File: config.mk
export PLATFORM = sky130hd
export DESIGN_NAME = sorted_array_table_core_flat
export DESIGN_NICKNAME = d
export VERILOG_FILES = /design/src/sat_pkg.sv /design/src/sat_if.sv /design/src/sorted_array_table_core.sv /design/src/sat_ram.sv /design/src/flat_wrapper.sv
export VERILOG_INCLUDE_DIRS = /design/src /design/src/src
export SDC_FILE = /design/constraint.sdc
export NUM_CORES = 2
export LEC_CHECK = 0
export BUFFER_PORTS_ARGS = -buffer_cell sky130_fd_sc_hd__buf_2
export CORE_MARGIN = 1
export CORE_UTILIZATION = 60
export DETAILED_ROUTE_END_ITERATION = 6
export PLACE_DENSITY = 0.79
export SLEW_MARGIN = 10
export SYNTH_ARGS = -nofsm -noshare
export SYNTH_HDL_FRONTEND = slang
export SYNTH_SLANG_ARGS = --single-unit
File: constraint.sdc
create_clock -name clk -period 11.4 [get_ports clk]
set_clock_uncertainty 0.2 [all_clocks]
set_input_delay 0.57 -clock clk [delete_from_list [all_inputs] [get_ports clk]]
set_output_delay 0.57 -clock clk [all_outputs]
set_load 0.05 [all_outputs]
File: src/sorted_array_table_core_assert.svh
// Assertion macros for the sorted array table RTL.
`ifndef SORTED_ARRAY_TABLE_CORE_ASSERT_SVH
`define SORTED_ARRAY_TABLE_CORE_ASSERT_SVH

// The consequent must hold in the same cycle as the antecedent.
`define SAT_ASSERT_HOLDS(label, ante, cons, msg) \
    label: assert property (@(posedge clk) disable iff (!rst_n) (ante) |-> (cons)) \
        else $error(msg);

// The consequent must hold in the cycle after the antecedent.
`define SAT_ASSERT_NEXT(label, ante, cons, msg) \
    label: assert property (@(posedge clk) disable iff (!rst_n) (ante) |=> (cons)) \
        else $error(msg);

`endif

File: src/sat_pkg.sv
// Types and constants of the sorted array table.
package sat_pkg;

    localparam int VAL_W = 32;
    localparam int POS_W = 6;
    localparam int CNT_W = 7;

    // Request codes carried in req_type.
    typedef enum logic [1:0] {
        REQ_INSERT = 2'd0,
        REQ_DELETE = 2'd1,
        REQ_SEARCH = 2'd2
    } req_code_t;

    // Status codes carried in the result item.
    typedef enum logic [1:0] {
        STAT_OK        = 2'd0,
        STAT_FULL      = 2'd1,
        STAT_BAD_INDEX = 2'd2,
        STAT_NO_MATCH  = 2'd3
    } status_t;

    // Sequencer states.
    typedef enum logic [2:0] {
        ST_IDLE,
        ST_INS,
        ST_DEL,
        ST_SRCH,
        ST_RESP
    } sat_state_t;

endpackage

File: src/sat_if.sv
// Request and response channel interfaces of the sorted array table.
interface sat_req_if;
    logic                             valid;
    logic                             ready;
    logic [1:0]                       req_type;
    logic signed [sat_pkg::VAL_W-1:0] item_value;
    logic [sat_pkg::POS_W-1:0]        position;

    modport source (output valid, output req_type, output item_value, output position,
                    input ready);
    modport sink (input valid, input req_type, input item_value, input position,
                  output ready);
endinterface

interface sat_rsp_if;
    logic                             valid;
    logic                             ready;
    logic [1:0]                       status;
    logic [sat_pkg::POS_W-1:0]        found_index;
    logic signed [sat_pkg::VAL_W-1:0] removed_value;
    logic [sat_pkg::CNT_W-1:0]        entry_count;
    logic                             last;

    modport source (output valid, output status, output found_index, output removed_value,
                    output entry_count, output last, input ready);
    modport sink (input valid, input status, input found_index, input removed_value,
                  input entry_count, input last, output ready);
endinterface

File: src/sorted_array_table_core.sv
// Sorted array table: insert, delete at index and search over one entry RAM.
// One request is worked at a time. An insert scans from the top of the table down to its
// place, a delete from its position up to the top, and a search the whole table; the scan
// moves one entry per cycle, though a search scan waits while the result output stalls.
// A full-table insert or a bad-index delete skips the scan and goes straight to the result,
// and the next request is taken once the final result appears. Reset clears the count, not the RAM.
`include "sorted_array_table_core_assert.svh"

module sorted_array_table_core #(
    parameter int DEPTH = 64
) (
    input  logic       clk,
    input  logic       rst_n,
    sat_req_if.sink    request,
    sat_rsp_if.source  response
);

    localparam int AW = (DEPTH > 1) ? $clog2(DEPTH) : 1;
    localparam logic [sat_pkg::CNT_W-1:0] DEPTH_CNT = sat_pkg::CNT_W'(DEPTH);

    sat_pkg::sat_state_t state_reg, state_next;

    logic [sat_pkg::CNT_W-1:0]        count_reg, count_next;
    logic signed [sat_pkg::VAL_W-1:0] val_reg, val_next;
    logic [sat_pkg::CNT_W-1:0]        pos_reg, pos_next;
    logic [sat_pkg::CNT_W-1:0]        idx_reg, idx_next;
    logic                             rd_vld_reg, rd_vld_next;
    logic [sat_pkg::CNT_W-1:0]        rd_idx_reg, rd_idx_next;
    logic signed [sat_pkg::VAL_W-1:0] removed_reg, removed_next;
    sat_pkg::status_t                 st_reg, st_next;
    logic                             pend_vld_reg, pend_vld_next;
    logic [sat_pkg::POS_W-1:0]        pend_idx_reg, pend_idx_next;

    logic                             out_vld_reg, out_vld_next;
    sat_pkg::status_t                 out_status_reg, out_status_next;
    logic [sat_pkg::POS_W-1:0]        out_found_reg, out_found_next;
    logic signed [sat_pkg::VAL_W-1:0] out_removed_reg, out_removed_next;
    logic [sat_pkg::CNT_W-1:0]        out_count_reg, out_count_next;
    logic                             out_last_reg, out_last_next;

    logic                             ram_we;
    logic [sat_pkg::CNT_W-1:0]        ram_waddr;
    logic [sat_pkg::VAL_W-1:0]        ram_wdata;
    logic                             ram_re;
    logic [sat_pkg::CNT_W-1:0]        ram_raddr;
    logic [sat_pkg::VAL_W-1:0]        ram_q;

    logic accept;
    logic can_go;
    logic ins_hit;
    logic ins_end;
    logic ins_done;
    logic del_end;
    logic srch_end;
    logic [sat_pkg::CNT_W-1:0] req_pos;

    // Entry storage.
    sat_ram #(
        .WIDTH (sat_pkg::VAL_W),
        .DEPTH (DEPTH)
    ) u_entries (
        .clk   (clk),
        .we    (ram_we),
        .waddr (ram_waddr[AW-1:0]),
        .wdata (ram_wdata),
        .re    (ram_re),
        .raddr (ram_raddr[AW-1:0]),
        .rdata (ram_q)
    );

    // Handshake and scan termination conditions.
    assign request.ready = (state_reg == sat_pkg::ST_IDLE);
    assign accept        = request.valid && request.ready;
    assign can_go        = !out_vld_reg || response.ready;
    assign req_pos       = {1'b0, request.position};
    assign ins_hit       = rd_vld_reg && !($signed(ram_q) > val_reg);
    assign ins_end       = ins_hit || (!rd_vld_reg && (idx_reg == '0));
    assign ins_done      = (state_reg == sat_pkg::ST_INS) && ins_end;
    assign del_end       = !rd_vld_reg && (idx_reg == count_reg);
    assign srch_end      = can_go && !rd_vld_reg && (idx_reg == count_reg);

    // Next state.
    always_comb
    begin
        state_next = state_reg;
        unique case (state_reg)
            sat_pkg::ST_IDLE:
            begin
                if (accept)
                begin
                    case (request.req_type)
                        sat_pkg::REQ_INSERT:
                            state_next = (count_reg >= DEPTH_CNT) ? sat_pkg::ST_RESP
                                                                  : sat_pkg::ST_INS;
                        sat_pkg::REQ_DELETE:
                            state_next = (req_pos >= count_reg) ? sat_pkg::ST_RESP
                                                                : sat_pkg::ST_DEL;
                        sat_pkg::REQ_SEARCH:
                            state_next = sat_pkg::ST_SRCH;
                        default:
                            state_next = sat_pkg::ST_IDLE;
                    endcase
                end
            end
            sat_pkg::ST_INS:
            begin
                if (ins_end)
                begin
                    state_next = sat_pkg::ST_RESP;
                end
            end
            sat_pkg::ST_DEL:
            begin
                if (del_end)
                begin
                    state_next = sat_pkg::ST_RESP;
                end
            end
            sat_pkg::ST_SRCH:
            begin
                if (srch_end)
                begin
                    state_next = sat_pkg::ST_RESP;
                end
            end
            sat_pkg::ST_RESP:
            begin
                if (can_go)
                begin
                    state_next = sat_pkg::ST_IDLE;
                end
            end
            default:
                state_next = sat_pkg::ST_IDLE;
        endcase
    end

    // Datapath: RAM accesses, scan counters and result loading.
    always_comb
    begin
        count_next       = count_reg;
        val_next         = val_reg;
        pos_next         = pos_reg;
        idx_next         = idx_reg;
        rd_vld_next      = rd_vld_reg;
        rd_idx_next      = rd_idx_reg;
        removed_next     = removed_reg;
        st_next          = st_reg;
        pend_vld_next    = pend_vld_reg;
        pend_idx_next    = pend_idx_reg;
        out_vld_next     = out_vld_reg && !response.ready;
        out_status_next  = out_status_reg;
        out_found_next   = out_found_reg;
        out_removed_next = out_removed_reg;
        out_count_next   = out_count_reg;
        out_last_next    = out_last_reg;
        ram_we           = 1'b0;
        ram_waddr        = '0;
        ram_wdata        = val_reg;
        ram_re           = 1'b0;
        ram_raddr        = '0;

        unique case (state_reg)
            sat_pkg::ST_IDLE:
            begin
                if (accept)
                begin
                    val_next      = request.item_value;
                    pos_next      = req_pos;
                    removed_next  = '0;
                    pend_vld_next = 1'b0;
                    pend_idx_next = '0;
                    rd_vld_next   = 1'b0;
                    st_next       = sat_pkg::STAT_OK;
                    case (request.req_type)
                        sat_pkg::REQ_INSERT:
                        begin
                            idx_next = count_reg;
                            if (count_reg >= DEPTH_CNT)
                            begin
                                st_next = sat_pkg::STAT_FULL;
                            end
                        end
                        sat_pkg::REQ_DELETE:
                        begin
                            idx_next = req_pos;
                            if (req_pos >= count_reg)
                            begin
                                st_next = sat_pkg::STAT_BAD_INDEX;
                            end
                        end
                        default:
                            idx_next = '0;
                    endcase
                end
            end

            // Walk down from the top, moving greater entries up by one.
            sat_pkg::ST_INS:
            begin
                if (rd_vld_reg)
                begin
                    ram_we    = 1'b1;
                    ram_waddr = rd_idx_reg + 7'd1;
                    ram_wdata = ins_hit ? val_reg : ram_q;
                end
                else if (idx_reg == '0)
                begin
                    ram_we    = 1'b1;
                    ram_waddr = '0;
                    ram_wdata = val_reg;
                end
                if (ins_end)
                begin
                    count_next  = count_reg + 7'd1;
                    rd_vld_next = 1'b0;
                end
                else if (idx_reg != '0)
                begin
                    ram_re      = 1'b1;
                    ram_raddr   = idx_reg - 7'd1;
                    rd_vld_next = 1'b1;
                    rd_idx_next = idx_reg - 7'd1;
                    idx_next    = idx_reg - 7'd1;
                end
                else
                begin
                    rd_vld_next = 1'b0;
                end
            end

            // Read the removed entry, then move each later entry down by one.
            sat_pkg::ST_DEL:
            begin
                if (rd_vld_reg)
                begin
                    if (rd_idx_reg == pos_reg)
                    begin
                        removed_next = ram_q;
                    end
                    else
                    begin
                        ram_we    = 1'b1;
                        ram_waddr = rd_idx_reg - 7'd1;
                        ram_wdata = ram_q;
                    end
                end
                if (idx_reg < count_reg)
                begin
                    ram_re      = 1'b1;
                    ram_raddr   = idx_reg;
                    rd_vld_next = 1'b1;
                    rd_idx_next = idx_reg;
                    idx_next    = idx_reg + 7'd1;
                end
                else
                begin
                    rd_vld_next = 1'b0;
                end
                if (del_end)
                begin
                    count_next = count_reg - 7'd1;
                end
            end

            // Scan upward; a hit is held back until the next one shows it is not last.
            sat_pkg::ST_SRCH:
            begin
                if (can_go)
                begin
                    if (rd_vld_reg && (ram_q == val_reg))
                    begin
                        if (pend_vld_reg)
                        begin
                            out_vld_next     = 1'b1;
                            out_status_next  = sat_pkg::STAT_OK;
                            out_found_next   = pend_idx_reg;
                            out_removed_next = '0;
                            out_count_next   = count_reg;
                            out_last_next    = 1'b0;
                        end
                        pend_vld_next = 1'b1;
                        pend_idx_next = rd_idx_reg[sat_pkg::POS_W-1:0];
                    end
                    if (idx_reg < count_reg)
                    begin
                        ram_re      = 1'b1;
                        ram_raddr   = idx_reg;
                        rd_vld_next = 1'b1;
                        rd_idx_next = idx_reg;
                        idx_next    = idx_reg + 7'd1;
                    end
                    else
                    begin
                        rd_vld_next = 1'b0;
                    end
                    if (srch_end)
                    begin
                        st_next = pend_vld_reg ? sat_pkg::STAT_OK : sat_pkg::STAT_NO_MATCH;
                    end
                end
            end

            // Final item of the request.
            sat_pkg::ST_RESP:
            begin
                if (can_go)
                begin
                    out_vld_next     = 1'b1;
                    out_status_next  = st_reg;
                    out_found_next   = pend_idx_reg;
                    out_removed_next = removed_reg;
                    out_count_next   = count_reg;
                    out_last_next    = 1'b1;
                end
            end

            default:
            begin
                rd_vld_next = 1'b0;
            end
        endcase
    end

    // Control registers.
    always_ff @(posedge clk or negedge rst_n)
    begin
        if (!rst_n)
        begin
            state_reg    <= sat_pkg::ST_IDLE;
            count_reg    <= '0;
            rd_vld_reg   <= 1'b0;
            pend_vld_reg <= 1'b0;
            out_vld_reg  <= 1'b0;
        end
        else
        begin
            state_reg    <= state_next;
            count_reg    <= count_next;
            rd_vld_reg   <= rd_vld_next;
            pend_vld_reg <= pend_vld_next;
            out_vld_reg  <= out_vld_next;
        end
    end

    // Payload registers.
    always_ff @(posedge clk)
    begin
        val_reg         <= val_next;
        pos_reg         <= pos_next;
        idx_reg         <= idx_next;
        rd_idx_reg      <= rd_idx_next;
        removed_reg     <= removed_next;
        st_reg          <= st_next;
        pend_idx_reg    <= pend_idx_next;
        out_status_reg  <= out_status_next;
        out_found_reg   <= out_found_next;
        out_removed_reg <= out_removed_next;
        out_count_reg   <= out_count_next;
        out_last_reg    <= out_last_next;
    end

    // Result channel.
    assign response.valid         = out_vld_reg;
    assign response.status        = out_status_reg;
    assign response.found_index   = out_found_reg;
    assign response.removed_value = out_removed_reg;
    assign response.entry_count   = out_count_reg;
    assign response.last          = out_last_reg;

    // Checks on the table bookkeeping.
    `SAT_ASSERT_HOLDS(a_count_bound, 1'b1, count_reg <= DEPTH_CNT, "entry count above depth")
    `SAT_ASSERT_HOLDS(a_write_in_table, ram_we, ram_waddr <= count_reg, "write beyond table end")
    `SAT_ASSERT_NEXT(a_ins_grows, ins_done, count_reg == $past(count_reg) + 7'd1, "count stuck")

endmodule

File: src/sat_ram.sv
// Generic single-write, single-read RAM with a registered read port.
module sat_ram #(
    parameter int WIDTH = 32,
    parameter int DEPTH = 64,
    localparam int AddrW = (DEPTH > 1) ? $clog2(DEPTH) : 1
) (
    input  logic             clk,
    input  logic             we,
    input  logic [AddrW-1:0] waddr,
    input  logic [WIDTH-1:0] wdata,
    input  logic             re,
    input  logic [AddrW-1:0] raddr,
    output logic [WIDTH-1:0] rdata
);

    logic [WIDTH-1:0] mem [DEPTH];
    logic [WIDTH-1:0] rdata_reg;

    // Write port.
    always_ff @(posedge clk)
    begin
        if (we)
        begin
            mem[waddr] <= wdata;
        end
    end

    // Read port; the data holds while no read is issued.
    always_ff @(posedge clk)
    begin
        if (re)
        begin
            rdata_reg <= mem[raddr];
        end
    end

    assign rdata = rdata_reg;

endmodule

File: src/flat_wrapper.sv
// flat-port wrapper written by rule: the top's interface ports become plain ports
module sorted_array_table_core_flat 
#(
    parameter int DEPTH = 64
)
  (clk, rst_n, request_valid, request_req_type, request_item_value, request_position, request_ready, response_valid, response_status, response_found_index, response_removed_value, response_entry_count, response_last, response_ready);
  sat_req_if request_i ();
  sat_rsp_if response_i ();
  input  logic clk;
  input  logic rst_n;
  input wire logic [$bits(request_i.valid)-1:0] request_valid;
  input wire logic [$bits(request_i.req_type)-1:0] request_req_type;
  input wire logic [$bits(request_i.item_value)-1:0] request_item_value;
  input wire logic [$bits(request_i.position)-1:0] request_position;
  output wire logic [$bits(request_i.ready)-1:0] request_ready;
  output wire logic [$bits(response_i.valid)-1:0] response_valid;
  output wire logic [$bits(response_i.status)-1:0] response_status;
  output wire logic [$bits(response_i.found_index)-1:0] response_found_index;
  output wire logic [$bits(response_i.removed_value)-1:0] response_removed_value;
  output wire logic [$bits(response_i.entry_count)-1:0] response_entry_count;
  output wire logic [$bits(response_i.last)-1:0] response_last;
  input wire logic [$bits(response_i.ready)-1:0] response_ready;
  assign request_i.valid = request_valid;
  assign request_i.req_type = request_req_type;
  assign request_i.item_value = request_item_value;
  assign request_i.position = request_position;
  assign request_ready = request_i.ready;
  assign response_valid = response_i.valid;
  assign response_status = response_i.status;
  assign response_found_index = response_i.found_index;
  assign response_removed_value = response_i.removed_value;
  assign response_entry_count = response_i.entry_count;
  assign response_last = response_i.last;
  assign response_i.ready = response_ready;
  sorted_array_table_core #(.DEPTH(DEPTH)) u_core (.clk(clk), .rst_n(rst_n), .request(request_i), .response(response_i));
endmodule
Yosys cells after proc, flatten, opt, wreduce, memory -nomap -nowiden:

Memories as Yosys holds them, arrays and structs flattened. A register that Yosys moved wholly into a read port is not among the register bits.
Cells that the tools add are included.
W data, S select, Z words.

* bits of input ports: 44
* flip-flop bits (word level): 153
* output and inout bits: 50
* memories kept: 1
* word-level logic and storage cells: 184
* latch bits: 0
* RAM bits: 2048
* memory bits (read-only): 0

Memories
* u_core.u_entries.mem: words 64, width 32, rd ports 1, clocked after memory_dff 1, wr ports 1, line sat_ram.sv:16 `logic [WIDTH-1:0] mem [DEPTH];`

* shift-type cells: 0
* equality and inequality tests: 21
* multiply operators: 0
* $lt $le $gt $ge: 4
* muxes and demuxes: 100
* div/mod/pow operators: 0
* add/subtract/negate cells: 6
* bitwise logic cells: 1
* reductions and logical operators: 34

Operators by type and width (count)
* $mux W32: 11
* $pmux W32 S2: 3
* $mux W7: 13
* $mux W6: 14
* $pmux W7 S2: 3
* $pmux W6 S2: 3
* $eq A32 B32 Y1: 1
* $gt A32 B32 Y1: 1
* $pmux W7 S4: 1
* $mux W1: 23
* $mux W3: 7
* $pmux W7 S3: 1
* $mux W2: 9
* $ne A2 B1 Y1 const B: 9
* $pmux W6 S3: 1
* $reduce_and A4 Y1: 4
* $pmux W3 S5: 1
* $reduce_and A5 Y1: 3
* $add A7 B1 Y7 const B: 2
* $sub A7 B1 Y7 const B: 2
* $pmux W2 S2: 3
* $pmux W3 S3: 1
* $logic_and A1 B1 Y1: 8
* $pmux W1 S2: 4
* 27 further kinds: 38

Depth between registers and ports, before layout:

* word-level depth: 7
* depth in mapped cells: 20
* depth with buffers taken out: 14

Cells and area by module:

Synthesis repeated with hierarchy kept, for this count alone.

* cells, all modules: 4221
* area, all modules: 87447.6 um^2

By module, submodules not included
* sat_ram: cells an instance 3511, instances 1, area each 79359.9 um^2
* sorted_array_table_core: cells an instance 710, instances 1, area each 8087.8 um^2

Worst setup path before layout:

No wires, ideal clock.

* path type: register to register
* start: register u_core.u_entries.rdata_reg[31], in the netlist u_core.u_entries.rdata[31], read port of u_core.u_entries.mem
* end: memory u_core.u_entries.mem[0][31], data pin
* period minus slack after synthesis: 5.865 ns
* setup slack: 5.535 ns
* arrival time: 4.963 ns
* path buffers: 2
* stages on the path, launching flop included: 11
* path through: edfxtp_1 > ha_1 > buf_4 > nand4_4 > or4_4 > a31oi_1 > nor3_1 > o21ai_0 > o21ai_1 > clkbuf_1 > o21ai_0

* word-level cells in the longest chain between the ends: 6

Ends and longest elaborated chain
* start: declaration: line sat_ram.sv:17 `logic [WIDTH-1:0] rdata_reg;`
* $gt A32 B32 Y1: line sorted_array_table_core.sv:76 `assign ins_hit = rd_vld_reg && !($signed(ram_q) > val_reg);`
* $logic_not A1 Y1: line sorted_array_table_core.sv:76
* $logic_and A1 B1 Y1: line sorted_array_table_core.sv:76
* $mux W32: line sorted_array_table_core.sv:205 `ram_wdata = ins_hit ? val_reg : ram_q;`
* $mux W32: line sorted_array_table_core.sv:201 `if (rd_vld_reg)`
* $pmux W32 S2 *: line sorted_array_table_core.sv:163 `unique case (state_reg)`
* net u_core.ram_wdata (one bit): line sorted_array_table_core.sv:43 `logic [sat_pkg::VAL_W-1:0] ram_wdata;`
* end: declaration: line sat_ram.sv:16

Mark *: on every way through the listed nets, which the timed path passes. The rest lies on a longest branch.

Worst setup path after layout:

* start: register u_core.idx_reg[0] in the netlist's numbering
* end: register u_core.u_entries.rdata_reg[15], in the netlist u_core.u_entries.rdata[15], read port of u_core.u_entries.mem, data pin

* word-level cells in the longest chain between the ends: 5

Ends and longest elaborated chain
* start: declaration: line sorted_array_table_core.sv:26 `logic [sat_pkg::CNT_W-1:0] idx_reg, idx_next;`
* start signal: assignment: line sorted_array_table_core.sv:351 `idx_reg <= idx_next;`
* parallel branches: the longest is 5 deep, another holds $sub A7 B1 Y7

Parallel ways; which one is timed is not known.
A chain may end at the register's enable or synchronous reset.

==> results.toml <==
[status]
status = "finished with violations"
failed_checks = "design-rule violations"

[synthesis]
ys_seq_area_share_pct = 74.9
yosys_warnings = 0
netlist_instances = 6198
ys.flop_type = "edfxtp_1"
synth.distinct_cells = 93
synth_edf_count = 2220
synth_nets = 6299
netlist.area_leader.share_pct = 74.5
avgSynthCellArea_sq_um = 14.4
synth_seq_cells = 2233
syn_area_sq_um = 89400
synthTopCellsByArea = "edfxtp_1 (75%), nand2_1 (5.9%), nand3_1 (3.4%)"
async_reset_ff_share_pct = 0.582
yosysTopAreaCell = "edfxtp_1"

[setup_path]
start_kind = "flip-flop"
cp.arrival_ps = 7890
critPathKind = "reg -> reg"
cp-startpoint = "u_core.idx_reg[0]$_DFFE_PP_"
path_max_fanout = 161
r2r-start = "u_core.idx_reg[0]$_DFFE_PP_"
cp-end-kind = "flip-flop"
required_ps = 11650

[placement]
io_buffer_count = 93
gp_congestion = 0.930
dpl.hpwl_mm = 141

[layout]
largest_reg_flops = 2048
final_cell_mix = "edfxtp_1 (2220), nand2_1 (1411), nand3_1 (613)"
nNetsFinal = 6381
top_register = "u_core.u_entries.mem"
layout_commonest_cell = "edfxtp_1"
syn_to_final_growth_pct = 11.0
drive_gt1_share_pct = 11.0
utilization_pct = 67.2

[power_and_ir_drop]
combPwrFrac_pct = 0.2
leakage_uw = 0.0330
ir_worst_vdd_v = 0.000159
intPower_uw = 12500
switching_share_pct = 19.6
seqPwrFrac_pct = 57.0
switchingPower_uw = 3070
pwr_density_cell_nw_per_um2 = 157
clock_power_share_pct = 42.8

[sta]
min_period_over_period_pct = 67.1
slew_violations = 0
slew_headroom_pct = 5.52
hold_viol_final = 0
clock.fmax_mhz = 131
min_period_ps = 7640
rsz0062_at_grt = "false"
worst_slew_pin_slew_ps = 1410
tns_ps = 0
setup_viol = 0

[cts]
clkSlewWorstSetupHoldPaths_ps = 70
clock_latency_ps = 880
cts.sinks = 2233
cts.path.max_buffers = 3
cts_buffers = 206
postCtsSetupBuffers = 0
clock-root-buffer = "clkbuf_16"
cts_tree = "built"
htreeDepth = 4

[routing]
finalWirelength_mm = 247
remaining_drc_errors = 5
drt-vias-per-instance = 6.74
wl_per_cell_microns = 29.5
vias = 56500
dr.pass1.iters = 7
ant_nets = 0
drt-initial-drc-count = 9706

[grt]
grt-ovfl-total = 0
antenna_found_initial = 15
grt_pass1_vias = 54800
grt_use_total_pct = 32.5
grt_start_max_net_pins = 162
grt_pass1_wl_mm = 358

[floorplan]
placementRows = 141
pin_count = 94
die-area_sq_um = 151000
die_h_microns = 388
fp.coreArea_sq_um = 148000
die_x_microns = 388
start_util_pct = 60.5

[worst_hold_path]
hold_class = "in -> reg"
min_from = "request_req_type[1]"

[flow_run]
maxCapViolations = 0
[worst max-delay path: stages, from the launching register on]
cell and delay (ps):
edfxtp_1 560, inv_1 250, ha_1 170, or4b_4 470
o21ai_1 640, or3_1 190, and4bb_1 240, a2111oi_4 480
and2_4 650, buf_12 570, buf_4 910, mux2i_1 290
a32oi_1 110, o211ai_1 290, o211ai_1 320, nand4b_1 550
[through the flow]
stage / setup slack, ps / total power, uW / cell area, sq um / std cells / hold WS (ps)
global placement: 3880 / 9080 / 92300 / 7957 / 207
CTS: 3910 / 15600 / 99300 / 8379 / 22.7
detailed placement: 3850 / 9080 / 92300 / 7957 / 216
finish: 3760 / 15600 / 99300 / 8383 / 75.8
global route: 3460 / 15900 / 99300 / 8379 / 80.7
floorplan: 5540 / 9070 / 89400 / 6198 / 74.4
[repair_timing]
action | 4_1_cts | 5_1_grt
hold endpoints to repair | 55 | 0
gates resized for setup | 0 | 0
hold buffers | 45 | 0
[power by group through the flow]
stage               clock [uW]  sequential (uW)  combinational [uW]
detailed placement           0             9060                18.5
finish                    6690             8890                31.5
CTS                       6690             8890                30.8
floorplan                    0             9060                5.32
global placement             0             9060                18.3
global route              7000             8880                33.6
[routing by layer]
| metal | routed length [microns] | GRT usage [%] |
|---|---|---|
| met4 | 13000 | 15.9 |
| met2 | 111000 | 48.6 |
| met3 | 36600 | 10.2 |
| met5 | 144 | 0.223 |
| met1 | 86500 | 43.5 |
[Yosys cell counts (56+ instances only)]
cell type / n
a21oi_1: 211
a32oi_1: 66
and3_1: 98
buf_2: 101
clkbuf_1: 209
edfxtp_1: 2220
ha_1: 56
inv_1: 59
mux2i_1: 192
nand2_1: 1411
nand3_1: 613
nor2_1: 114
nor3_1: 64
o211ai_1: 100
o21ai_0: 74
[final cells by class]
cell class | count | area, sq um
Timing Repair Buffer | 268 | 1930
Antenna cell | 4 | 10.0
Multi-Input combinational cell | 3512 | 21200
Clock inverter | 129 | 1180
Inverter | 59 | 221
Tap cell | 1930 | 2410
Sequential cell | 2233 | 67000
Fill cell | 9381 | 48500
Clock buffer | 248 | 5310
[kinds of logic (layout without fill, tap and decap cells)]
logic type	count (synthesis)	count (layout)	synth area share (%)
compound gates	772	772	6.25
mux	248	248	3.53
fa+ha+maj	57	57	0.806
flops	2233	2233	74.9
simple gates	2409	2409	11.8
other cells	0	4	0
buf+inv	453	704	2.44
xor+xnor	26	26	0.255
[worst paths after layout]
kind | end | slack [ps] | depth (start not counted)
max in group asynchronous | u_core.count_reg[3]$_DFFE_PN0P_ | 9880 | 3
hold reg to reg | u_core.response.found_index[0]$_DFFE_PP_ | 230 | 0
min in group asynchronous | u_core.state_reg[1]$_DFFE_PN0P_ | 640 | 3
setup / recovery | u_core.u_entries.rdata[15]$_DFFE_PP_ | 3760 | 15
hold / removal | u_core.st_reg[1]$_DFFE_PP_ | 80 | 4
setup reg to reg | u_core.u_entries.rdata[15]$_DFFE_PP_ | 3760 | 15
Note: power is estimated with default switching activity, not from simulation.
